## src/rtl/core/u2u8_pkg.sv

```systemverilog
// ----------------------------------------------------------------------------
// u2u8_pkg
// Shared types, constants and the UTF-8 encoder used by the transcoder.
// ----------------------------------------------------------------------------
package u2u8_pkg;

   // Configuration register indexes
   typedef enum logic [0:0] {
      CSR_BIG_ENDIAN = 1'b0,
      CSR_FALLBACK   = 1'b1
   } csr_index_type;

   localparam int unsigned ByteW     = 8;
   localparam int unsigned MaxBytes  = 4;
   localparam int unsigned CntW      = $clog2(MaxBytes);
   localparam int unsigned CpW       = 21;
   localparam logic [ByteW-1:0] FallbackReset = 8'h3F;

   // Surrogate prefixes on the top bits of a unit
   localparam logic [4:0] SurrPrefix  = 5'b11011;
   localparam logic [5:0] LeadPrefix  = 6'b110110;
   localparam logic [5:0] TrailPrefix = 6'b110111;

   // One decoded job: up to four output bytes, first in slot 0
   typedef struct packed {
      logic [MaxBytes-1:0][ByteW-1:0] bytes;
      logic [CntW-1:0]                last_idx;
      logic                           replaced;
   } job_type;

   // Encode a code point into its UTF-8 byte sequence
   function automatic job_type encode_cp(input logic [CpW-1:0] cp);
      job_type job;
      job = '0;
      if (cp < 21'h80) begin
         job.bytes[0] = {1'b0, cp[6:0]};
         job.last_idx = 2'd0;
      end else if (cp < 21'h800) begin
         job.bytes[0] = {3'b110, cp[10:6]};
         job.bytes[1] = {2'b10, cp[5:0]};
         job.last_idx = 2'd1;
      end else if (cp < 21'h10000) begin
         job.bytes[0] = {4'b1110, cp[15:12]};
         job.bytes[1] = {2'b10, cp[11:6]};
         job.bytes[2] = {2'b10, cp[5:0]};
         job.last_idx = 2'd2;
      end else begin
         job.bytes[0] = {5'b11110, cp[20:18]};
         job.bytes[1] = {2'b10, cp[17:12]};
         job.bytes[2] = {2'b10, cp[11:6]};
         job.bytes[3] = {2'b10, cp[5:0]};
         job.last_idx = 2'd3;
      end
      return job;
   endfunction

endpackage

```

## src/rtl/core/utf16_to_utf8_transcoder.sv

```systemverilog
// ----------------------------------------------------------------------------
// utf16_to_utf8_transcoder
// Converts a UTF-16 byte stream into UTF-8 bytes.
// ----------------------------------------------------------------------------
// Input words are taken every cycle while full is low; a word that completes
// a unit stalls only while the two-entry job queue is full. Each unit yields
// 0 to 4 output words, and the result register delivers one word per cycle
// while jobs wait and the receiver pops, so throughput is set by the output
// side (a surrogate pair gives four words for four input words). The first
// word for a unit is written into the job queue and then into the result
// register before it reaches the result ports.
module utf16_to_utf8_transcoder (
   input  logic                    clock,
   input  logic                    reset,
   input  logic                    csr_wr_en,
   input  u2u8_pkg::csr_index_type csr_index,
   input  logic [7:0]              csr_wr_data,
   input  logic                    push,
   output logic                    full,
   input  logic [7:0]              req_data_byte,
   output logic                    empty,
   input  logic                    pop,
   output logic [7:0]              rsp_utf8_byte,
   output logic                    rsp_last,
   output logic                    rsp_replaced
);

   logic              job_push, job_full, job_pop, job_empty;
   u2u8_pkg::job_type job_data, job_head;

   // Accept and classify input words
   u2u8_front u_front (
      .clock         (clock),
      .reset         (reset),
      .csr_wr_en     (csr_wr_en),
      .csr_index     (csr_index),
      .csr_wr_data   (csr_wr_data),
      .req_push      (push),
      .req_full      (full),
      .req_data_byte (req_data_byte),
      .job_push      (job_push),
      .job_data      (job_data),
      .job_full      (job_full)
   );

   // Decouple front and back
   u2u8_jobq u_jobq (
      .clock     (clock),
      .reset     (reset),
      .push      (job_push),
      .push_data (job_data),
      .full      (job_full),
      .pop       (job_pop),
      .head      (job_head),
      .empty     (job_empty)
   );

   // Serialize UTF-8 words
   u2u8_back u_back (
      .clock         (clock),
      .reset         (reset),
      .head          (job_head),
      .job_empty     (job_empty),
      .job_pop       (job_pop),
      .rsp_empty     (empty),
      .rsp_pop       (pop),
      .rsp_utf8_byte (rsp_utf8_byte),
      .rsp_last      (rsp_last),
      .rsp_replaced  (rsp_replaced)
   );

endmodule

```

## src/rtl/core/u2u8_front.sv

```systemverilog
// ----------------------------------------------------------------------------
// u2u8_front
// Assembles 16-bit units from input words, pairs surrogates and queues jobs.
// ----------------------------------------------------------------------------
module u2u8_front (
   input  logic                       clock,
   input  logic                       reset,
   input  logic                       csr_wr_en,
   input  u2u8_pkg::csr_index_type    csr_index,
   input  logic [7:0]                 csr_wr_data,
   input  logic                       req_push,
   output logic                       req_full,
   input  logic [7:0]                 req_data_byte,
   output logic                       job_push,
   output u2u8_pkg::job_type          job_data,
   input  logic                       job_full
);

   logic       big_endian_ff;
   logic [7:0] fallback_ff;
   logic [7:0] half_unit_ff,   half_unit_in;
   logic       byte_phase_ff,  byte_phase_in;
   logic [9:0] held_lead_ff,   held_lead_in;
   logic       lead_pending_ff, lead_pending_in;
   logic       accept;
   logic [15:0] unit;
   logic [u2u8_pkg::CpW-1:0] pair_cp;
   u2u8_pkg::job_type fallback_job;

   // Stall only on a completing word when the job queue is full
   assign req_full = byte_phase_ff && job_full;
   assign accept   = req_push && !req_full;

   assign unit = big_endian_ff ? {half_unit_ff, req_data_byte}
                               : {req_data_byte, half_unit_ff};
   assign pair_cp = 21'h10000 + {1'b0, held_lead_ff, unit[9:0]};

   always_comb begin
      fallback_job          = '0;
      fallback_job.bytes[0] = fallback_ff;
      fallback_job.replaced = 1'b1;
   end

   // Classify the unit and pick the job
   always_comb begin
      half_unit_in    = half_unit_ff;
      byte_phase_in   = byte_phase_ff;
      held_lead_in    = held_lead_ff;
      lead_pending_in = lead_pending_ff;
      job_push        = 1'b0;
      job_data        = fallback_job;
      if (accept) begin
         if (!byte_phase_ff) begin
            half_unit_in  = req_data_byte;
            byte_phase_in = 1'b1;
         end else begin
            byte_phase_in = 1'b0;
            if (lead_pending_ff) begin
               lead_pending_in = 1'b0;
               held_lead_in    = '0;
               job_push        = 1'b1;
               if (unit[15:10] == u2u8_pkg::TrailPrefix) begin
                  job_data = u2u8_pkg::encode_cp(pair_cp);
               end
            end else if (unit[15:11] != u2u8_pkg::SurrPrefix) begin
               job_push = 1'b1;
               job_data = u2u8_pkg::encode_cp({5'b0, unit});
            end else if (unit[15:10] == u2u8_pkg::LeadPrefix) begin
               held_lead_in    = unit[9:0];
               lead_pending_in = 1'b1;
            end else begin
               job_push = 1'b1;
            end
         end
      end
   end

   // Hold configuration and unit assembly state
   always_ff @(posedge clock) begin
      if (reset) begin
         big_endian_ff   <= 1'b0;
         fallback_ff     <= u2u8_pkg::FallbackReset;
         half_unit_ff    <= '0;
         byte_phase_ff   <= 1'b0;
         held_lead_ff    <= '0;
         lead_pending_ff <= 1'b0;
      end else begin
         if (csr_wr_en) begin
            if (csr_index == u2u8_pkg::CSR_BIG_ENDIAN) begin
               big_endian_ff <= csr_wr_data[0];
            end else begin
               fallback_ff <= csr_wr_data;
            end
         end
         half_unit_ff    <= half_unit_in;
         byte_phase_ff   <= byte_phase_in;
         held_lead_ff    <= held_lead_in;
         lead_pending_ff <= lead_pending_in;
      end
   end

endmodule

```

## src/rtl/core/u2u8_jobq.sv

```systemverilog
// ----------------------------------------------------------------------------
// u2u8_jobq
// Two-entry job queue between the front and back parts.
// ----------------------------------------------------------------------------
module u2u8_jobq (
   input  logic              clock,
   input  logic              reset,
   input  logic              push,
   input  u2u8_pkg::job_type push_data,
   output logic              full,
   input  logic              pop,
   output u2u8_pkg::job_type head,
   output logic              empty
);

   u2u8_pkg::job_type slots_ff [2];
   logic       wr_ptr_ff, wr_ptr_in;
   logic       rd_ptr_ff, rd_ptr_in;
   logic [1:0] count_ff,  count_in;
   logic       do_push, do_pop;

   assign full    = (count_ff == 2'd2);
   assign empty   = (count_ff == 2'd0);
   assign do_push = push && !full;
   assign do_pop  = pop && !empty;
   assign head    = slots_ff[rd_ptr_ff];

   // Advance pointers and occupancy
   always_comb begin
      wr_ptr_in = do_push ? ~wr_ptr_ff : wr_ptr_ff;
      rd_ptr_in = do_pop  ? ~rd_ptr_ff : rd_ptr_ff;
      count_in  = count_ff + {1'b0, do_push} - {1'b0, do_pop};
   end

   always_ff @(posedge clock) begin
      if (reset) begin
         wr_ptr_ff <= 1'b0;
         rd_ptr_ff <= 1'b0;
         count_ff  <= '0;
      end else begin
         wr_ptr_ff <= wr_ptr_in;
         rd_ptr_ff <= rd_ptr_in;
         count_ff  <= count_in;
      end
   end

   // Store the pushed job
   always_ff @(posedge clock) begin
      if (do_push) begin
         slots_ff[wr_ptr_ff] <= push_data;
      end
   end

   a_count_bound: assert property (@(posedge clock) disable iff (reset)
      count_ff <= 2'd2) else $error("job queue over capacity");
   a_ptr_match: assert property (@(posedge clock) disable iff (reset)
      (count_ff == 2'd0 || count_ff == 2'd2) |-> (wr_ptr_ff == rd_ptr_ff))
      else $error("job queue pointers disagree with count");
   a_no_lost_push: assert property (@(posedge clock) disable iff (reset)
      (do_push && !do_pop) |=> !empty) else $error("pushed job lost");

endmodule

```

## src/rtl/core/u2u8_back.sv

```systemverilog
// ----------------------------------------------------------------------------
// u2u8_back
// Walks the head job one byte a cycle into the result register, while that register is free or popped.
// ----------------------------------------------------------------------------
module u2u8_back (
   input  logic              clock,
   input  logic              reset,
   input  u2u8_pkg::job_type head,
   input  logic              job_empty,
   output logic              job_pop,
   output logic              rsp_empty,
   input  logic              rsp_pop,
   output logic [7:0]        rsp_utf8_byte,
   output logic              rsp_last,
   output logic              rsp_replaced
);

   logic [u2u8_pkg::CntW-1:0] idx_ff, idx_in;
   logic       valid_ff, valid_in;
   logic [7:0] byte_ff,  byte_in;
   logic       last_ff,  last_in;
   logic       rep_ff,   rep_in;
   logic       load;
   logic       at_end;

   assign load   = !job_empty && (!valid_ff || rsp_pop);
   assign at_end = (idx_ff == head.last_idx);

   // Pick the next byte and retire the job on its last byte
   always_comb begin
      idx_in   = idx_ff;
      valid_in = valid_ff && !rsp_pop;
      byte_in  = byte_ff;
      last_in  = last_ff;
      rep_in   = rep_ff;
      job_pop  = 1'b0;
      if (load) begin
         valid_in = 1'b1;
         byte_in  = head.bytes[idx_ff];
         last_in  = at_end;
         rep_in   = head.replaced;
         if (at_end) begin
            job_pop = 1'b1;
            idx_in  = '0;
         end else begin
            idx_in = idx_ff + 1'b1;
         end
      end
   end

   always_ff @(posedge clock) begin
      if (reset) begin
         idx_ff   <= '0;
         valid_ff <= 1'b0;
      end else begin
         idx_ff   <= idx_in;
         valid_ff <= valid_in;
      end
   end

   always_ff @(posedge clock) begin
      byte_ff <= byte_in;
      last_ff <= last_in;
      rep_ff  <= rep_in;
   end

   assign rsp_empty     = !valid_ff;
   assign rsp_utf8_byte = byte_ff;
   assign rsp_last      = last_ff;
   assign rsp_replaced  = rep_ff;

   a_idx_in_job: assert property (@(posedge clock) disable iff (reset)
      !job_empty |-> (idx_ff <= head.last_idx)) else $error("byte index past job end");
   a_rep_single: assert property (@(posedge clock) disable iff (reset)
      (valid_ff && rep_ff) |-> last_ff) else $error("fallback word not last");
   a_idle_idx: assert property (@(posedge clock) disable iff (reset)
      job_empty |-> (idx_ff == '0)) else $error("index held with no job");

endmodule

```

## config.mk

```make
export PLATFORM = sky130hd
export DESIGN_NAME = utf16_to_utf8_transcoder
export DESIGN_NICKNAME = d
export VERILOG_FILES = /design/src/rtl/core/u2u8_pkg.sv /design/src/rtl/core/utf16_to_utf8_transcoder.sv /design/src/rtl/core/u2u8_front.sv /design/src/rtl/core/u2u8_jobq.sv /design/src/rtl/core/u2u8_back.sv
export SDC_FILE = /design/constraint.sdc
export NUM_CORES = 1
export LEC_CHECK = 0
export BUFFER_PORTS_ARGS = -buffer_cell sky130_fd_sc_hd__buf_2
export CORE_MARGIN = 5
export CORE_UTILIZATION = 45
export DETAILED_ROUTE_END_ITERATION = 6
export GPL_TIMING_DRIVEN = 0
export PLACE_DENSITY = 0.68
export SLEW_MARGIN = 20
export SYNTH_ARGS = -nofsm -noshare
export SYNTH_HDL_FRONTEND = slang
export SYNTH_HIERARCHICAL = 1
export SYNTH_SLANG_ARGS = --single-unit
```

## constraint.sdc

```tcl
create_clock -name clock -period 3 [get_ports clock]
set_input_delay 0.15 -clock clock [delete_from_list [all_inputs] [get_ports clock]]
set_output_delay 0.15 -clock clock [all_outputs]
set_load 0.05 [all_outputs]
```

==> results of run 1 <==
[worst max path at each step]
stage	startpoint	endpoint	slack (ns)	cells after the start
3_3_place_gp	u_front/lead_pending_ff	u_jobq/slots_ff[0][17]	-0.44	6
5_1_grt	u_front/big_endian_ff	u_jobq/slots_ff[1][4]	0.01	7
6_report	u_front/lead_pending_ff	u_jobq/slots_ff[1][30]	0.16	4
2_1_floorplan	u_jobq/count_ff[0]	u_jobq/slots_ff[0][0]	0.29	8
3_5_place_dp	u_front/lead_pending_ff	u_jobq/slots_ff[0][17]	-0.002	6
4_1_cts	u_front/held_lead_ff[2]	u_jobq/slots_ff[1][5]	0.03	5
[per-layer routing]
metal	vias up	share of wire	routed length, um
met2	174	0.48	6950
met3	32	0.062	911
met4	0	0.029	421
met5	-	0	0
li1	2021	-	-
met1	2122	0.43	6330
[cells by family (layout without fill, tap and decap cells)]
group,after synthesis,count (layout),synth area share
adders and majority gates,3,3,0.00640
other,1,3,0.000640
muxes,74,74,0.154
DFF,117,117,0.536
buffers and inverters,40,106,0.0316
AOI/OAI and AO/OA,105,105,0.130
and+or+nand+nor,152,152,0.135
xor gates and xnor gates,4,4,0.00598
[cells in the mapped netlist, types with 2 or more instances]
library cell / instances
o211ai_1: 4
a222oi_1: 4
nand2b_1: 5
mux2_2: 45
nand4b_1: 3
edfxtp_1: 80
buf_4: 4
a31oi_1: 6
xnor2_1: 3
a21oi_2: 2
a31o_2: 2
mux2i_1: 20
and3_1: 9
clkbuf_1: 15
a221o_1: 2
o22ai_1: 2
a21oi_1: 12
nor2_1: 58
ha_1: 3
or4_1: 2
o21ai_0: 18
nand2_1: 26
a32oi_1: 3
o31ai_1: 5
nand3_1: 8
a21o_1: 2
nor4_1: 6
a211o_1: 7
and3b_1: 3
dfxtp_1: 37
and2_1: 3
a22oi_1: 17
nor3_1: 5
nor2b_1: 8
o21a_1: 4
buf_2: 8
nand3b_1: 3
inv_1: 9
mux4_2: 7
a211oi_1: 2
[flip-flops by register name, summed over array words and instances, names as in the netlist, named ones only]
register and flops:
u_back/idx_ff 2, u_front/byte_phase_ff 1, u_front/half_unit_ff 8, u_back/valid_ff 1, u_front/fallback_ff 8, u_back/rsp_utf8_byte 8
u_jobq/count_ff 2, u_jobq/slots_ff 70, u_back/rsp_replaced 1, u_back/rsp_last 1, u_front/big_endian_ff 1, u_front/held_lead_ff 10
u_jobq/wr_ptr_ff 1, u_front/lead_pending_ff 1, u_jobq/rd_ptr_ff 1
[layout make-up]
| class | count | area [sq um] | area share |
|---|---|---|---|
| Sequential cell | 117 | 3140 | 0.461 |
| Multi-Input combinational cell | 341 | 2560 | 0.375 |
| Clock buffer | 24 | 482 | 0.0706 |
| Tap cell | 172 | 215 | 0.0315 |
| Timing Repair Buffer | 34 | 185 | 0.0271 |
| Buffer | 29 | 144 | 0.0211 |
| Clock inverter | 8 | 51.3 | 0.00752 |
| Inverter | 11 | 46.3 | 0.00678 |
[per-stage QoR]
stage	instances	utilization	power [uW]	area, sq um	setup TNS, ns
3_5_place_dp	701	0.492	2260	6240	-0.0215
2_1_floorplan	498	-	2130	5870	0
4_1_cts	736	0.537	4050	6810	0
3_3_place_gp	701	0.492	2250	6240	-15.37
5_1_grt	736	0.539	4180	6820	0
6_report	736	0.539	4020	6820	0
[what timing repair did]
action / in CTS / in global routing
hold buffers: 3 / 0
gates cloned: 0 / 0
endpoints found under the hold margin: 3 / 0
endpoints found under the setup margin: 32 / 34
setup buffers: 0 / 0
resized for setup: 1 / 4
[where the power goes]
group / internal [uW] / leakage (uW) / switching (uW) / total, uW
logic: 155 / 0.00113 / 266 / 421
registers: 1790 / 0.00102 / 30.2 / 1820
clock network: 1110 / 0.000258 / 668 / 1780
total: 3060 / 0.00241 / 964 / 4020
==> results.json, run 1 <==
{
  "status": "finished clean",
  "relSlewSlack": 0.253,
  "grt_max_degree": 36,
  "tightest_slew_ns": 1.11,
  "crit_slowest_cell": "and3_2",
  "cts_tree": "built",
  "worstHoldPathCells": 2,
  "cts.sinks": 117,
  "grt_use_met2": 0.322,
  "area_growth_pct": 16.4,
  "start_kind": "flop",
  "synth_area_sq_um": 5860,
  "synth_top_flop_cell": "edfxtp_1",
  "leakage_uw": 0.00241,
  "rsz0062_at_grt": "false",
  "avgSynthCellArea_sq_um": 11.8,
  "min_period_ns": 2.84,
  "synthTopCellsByArea": "edfxtp_1 (41%), dfxtp_1 (13%), mux2_2 (8.6%), nor2_1 (3.7%), mux2i_1 (3.4%)",
  "core_sq_um": 12700,
  "rows": 41,
  "cts_root_buf": "clkbuf_16",
  "die_area_sq_um": 15400,
  "busiest_layer": "met2",
  "grt_use_total": 0.202,
  "worst-setup-path-type": "flop to flop",
  "numCtsBuffers": 17,
  "r2r_slack_ns": 0.16,
  "r2r-start": "u_front/lead_pending_ff",
  "cp_num_buf_inv": 2,
  "layout_commonest_cell": "edfxtp_1",
  "die_h_um": 124,
  "antenna_found_initial": 0,
  "hold_viol": 0,
  "num_vias": 4349,
  "setup_viol": 0,
  "ys_seq_area_frac": 0.536,
  "power_density_nw_per_um2": 589,
  "fillers": 1162,
  "die_x_um": 124,
  "ant_nets": 0,
  "holdWs_ns": 0.0279,
  "hold_class": "input port to flop",
  "worstSetupEndpointType": "flop",
  "vias_per_cell": 5.91,
  "wirelength_mm": 14.6,
  "min_period_over_period": 0.945,
  "reg2regPathDepth": 4,
  "synth_edf_count": 80,
  "reg2reg_to": "u_jobq/slots_ff[1][30]",
  "async_flop_share": 0,
  "max_freq_mhz": 353,
  "drive_gt1_frac": 0.254,
  "path_cells": "clkbuf_1 > clkinv_1 > a31oi_1 > and3_2",
  "final_cell_mix": "edfxtp_1 (80), nor2_1 (58), mux2_2 (45), buf_2 (39), dfxtp_1 (37)",
  "slew_violations": 0,
  "slowest_delay_ns": 0.83,
  "fin_skew_ns": 0.00637,
  "drt-wirelength-per-cell_um": 19.9,
  "place.gp.congestion": 0.957,
  "nNetsFinal": 576,
  "dpl_worst_slack_ns": -0.00153,
  "synth_top_area_cell": "edfxtp_1",
  "ys_ff_latch": 117,
  "grtUsageMet1": 0.260,
  "drt_iter0_markers": 407,
  "holdCritStartpoint": "reset",
  "dp_hpwl_mm": 10.5,
  "crit_family": "buffers and inverters",
  "path_clk_slew_ns": 0.05,
  "route.detailed.drc": 0,
  "drv_cap": 0,
  "grt_pass1_vias": 4294,
  "cts_buffer_depth": 2,
  "fin_ws_ns": 0.165,
  "yosys_warnings": 6,
  "h-tree-depth": 4,
  "grt.overflow.total": 0,
  "crit_path_max_fanout": 35,
  "num_antenna_cells": 0,
  "ys_types": 74,
  "clk-insertion-delay-late_ns": 0.41,
  "first_pass_iters": 5,
  "worstPathRequired_ns": 3.03,
  "hold_end": "u_back/idx_ff[0]",
  "critPathArrivalTime_ns": 2.87,
  "start_util": 0.463,
  "ios": 34,
  "io_buffers": 31,
  "met3_usage": 0.0550,
  "synthDominantCellAreaShare": 0.410,
  "grt_pass1_wl_mm": 23.1,
  "ir_drop_uv": 320,
  "syn_inst": 496
}
Power figures use the tool's default switching activity.
==> run 2, diff against run 1 <==
--- a/config.mk
+++ b/config.mk
@@ -9,6 +9,5 @@
 export CORE_MARGIN = 5
-export CORE_UTILIZATION = 45
+export CORE_UTILIZATION = 33
 export DETAILED_ROUTE_END_ITERATION = 6
 export GPL_TIMING_DRIVEN = 0
-export PLACE_DENSITY = 0.68
 export SLEW_MARGIN = 20
==> constraint.sdc (replaced) <==
create_clock -name clock -period 3 [get_ports clock]
set_input_delay 0.9 -clock clock [delete_from_list [all_inputs] [get_ports clock]]
set_output_delay 0.9 -clock clock [all_outputs]
set_load 0.05 [all_outputs]
==> results.json, run 2 (synthesized netlist as in run 1, its figures left out) <==
{
  "slew_violations": 0,
  "num_antenna_cells": 0,
  "setup_viol": 0,
  "nNetsFinal": 574,
  "r2r-start": "u_jobq/count_ff[0]",
  "ctsHoldBuffers": 0,
  "cts_root_buf": "clkbuf_16",
  "h-tree-depth": 4,
  "combPwrFrac": 0.102,
  "drt-wirelength-per-cell_um": 19.5,
  "dp_hpwl_mm": 10.8,
  "numCtsBuffers": 17,
  "worstPathRequired_ns": 3.06,
  "die_h_um": 143,
  "vias_per_cell": 5.54,
  "seq_power_share": 0.437,
  "ant_nets": 0,
  "cts_tree": "built",
  "cts_buffer_depth": 2,
  "area_growth_pct": 18.2,
  "top_regs": "u_jobq/slots_ff x70, u_front/held_lead_ff x10",
  "clk-insertion-delay-late_ns": 0.41,
  "drive_gt1_frac": 0.263,
  "tightest_slew_ns": 1.06,
  "p_sw_uw": 1010,
  "cp_num_buf_inv": 3,
  "die_area_sq_um": 20500,
  "first_pass_iters": 5,
  "path_depth": 7,
  "fillers": 1662,
  "worstSetupEndpointType": "flop",
  "final.setup.tns_ns": 0,
  "antenna_found_initial": 0,
  "crit_path_end": "u_jobq/slots_ff[0][8]",
  "switching_share": 0.243,
  "hold_class": "flop to flop",
  "wirelength_mm": 15.4,
  "leakage_uw": 0.00241,
  "hold_viol": 0,
  "cts.sinks": 117,
  "fin_ws_ns": 0.136,
  "grt.overflow.total": 0,
  "grt_pass1_vias": 4211,
  "max_freq_mhz": 349,
  "critPathArrivalTime_ns": 2.93,
  "core_sq_um": 17400,
  "rows": 48,
  "dpl_worst_slack_ns": -0.508,
  "seqCellArea_sq_um": 3140,
  "num_vias": 4359,
  "io_buffers": 31,
  "start_kind": "input port",
  "layout_commonest_cell": "edfxtp_1",
  "intPower_uw": 3160,
  "min_period_over_period": 0.955,
  "place.gp.congestion": 0.980,
  "setup.worst_path.start": "req_data_byte[5]",
  "r2r_slack_ns": 0.21,
  "status": "finished clean",
  "largest_register_ffs": 70,
  "fin_skew_ns": 0.00549,
  "path_cells": "buf_2 > and4bb_2 > o22a_1 > a31oi_2 > inv_1 > or3_1 > clkinvlp_4",
  "worst-setup-path-type": "input port to flop",
  "drv_cap": 0,
  "grt_max_degree": 36,
  "reg2reg_to": "u_jobq/slots_ff[0][8]",
  "worstHoldPathCells": 1,
  "fin_total_pwr_uw": 4170,
  "multi_input_area_sq_um": 2570,
  "start_util": 0.338,
  "reg2regPathDepth": 8,
  "ir_drop_uv": 385,
  "crit_family": "simple AND/OR/NAND/NOR gates",
  "pwr-share-clk": 0.461,
  "ios": 34,
  "min_period_ns": 2.86,
  "route.detailed.drc": 0,
  "crit_path_max_fanout": 17,
  "grt_pass1_wl_mm": 23.7,
  "rsz0062_at_grt": "true",
  "grt_use_total": 0.154,
  "slowest_delay_ns": 0.48,
  "crit_slowest_cell": "or3_1",
  "die_x_um": 143,
  "largest_register": "u_jobq/slots_ff",
  "drt_iter0_markers": 486,
  "power_density_nw_per_um2": 602,
  "final_cell_mix": "edfxtp_1 (80), nor2_1 (58), mux2_2 (45), buf_2 (39), dfxtp_1 (37)",
  "relSlewSlack": 0.283,
  "path_clk_slew_ns": 0.05
}
==> run 2: cell types whose count changed in the layout (fill, tap and decap cells not counted), sizes merged <==
cell / delta
clkinvlp: +2
clkinv: +3
bufinv: +2
clkbuf: -7
dlygate4sd3: -3
buf: +1
==> run 2: worst min path at each step <==
stage	from	to
after floorplan	u_front/fallback_ff[1]	u_front/fallback_ff[1]
after global routing	u_front/fallback_ff[1]	u_front/fallback_ff[1]
after CTS	u_front/fallback_ff[2]	u_front/fallback_ff[2]
after global placement	u_front/fallback_ff[6]	u_front/fallback_ff[6]
after detailed placement	u_front/fallback_ff[2]	u_front/fallback_ff[2]
final	u_front/fallback_ff[1]	u_front/fallback_ff[1]
==> run 2: final cells by class <==
class	count	area share
Buffer	28	0.0202
Clock buffer	18	0.0619
Clock inverter	14	0.0193
Inverter	11	0.00704
Multi-Input combinational cell	341	0.371
Sequential cell	117	0.454
Tap cell	225	0.0406
Timing Repair Buffer	32	0.0253
Timing Repair inverter	1	0.00108
==> run 2: power groups by stage <==
stage | Sequential (uW) | Combinational, uW | Clock [uW]
after floorplan | 1880 | 254 | 0
after global placement | 1850 | 413 | 0
after detailed placement | 1850 | 416 | 0
after CTS | 1820 | 421 | 1970
after global routing | 1830 | 461 | 2050
final | 1820 | 426 | 1920
==> run 2: per-stage QoR <==
stage	hold WS (ns)	area (sq um)	cells	utilization
after floorplan	0.430	5870	498	-
after global placement	0.453	6310	754	0.364
after detailed placement	0.467	6310	754	0.364
after CTS	0.479	6880	787	0.396
after global routing	0.500	6930	787	0.399
final	0.476	6930	787	0.399
==> run 2: worst register-to-register path, delay by kind of cell (launching register included) <==
family / cells / cell delay (ns)
simple gates: 3 / 0.90
buf+inv: 4 / 0.87
compound gates: 1 / 0.32
flops: 1 / 0.37
==> run 2: what timing repair did <==
action / in CTS / in global routing
endpoints found under the setup margin: 35 / 80
gates cloned: 1 / 0
buffers inserted: 0 / 1
resized for setup: 1 / 6
==> run 2: per-layer routing <==
layer	routed length [um]	part of all wire	track usage	up-vias
met5	0	0	0	-
met4	344	0.022	0.0575	0
met3	881	0.057	0.0382	26
met2	7080	0.46	0.244	154
met1	7070	0.46	0.205	2162
li1	-	-	-	2017
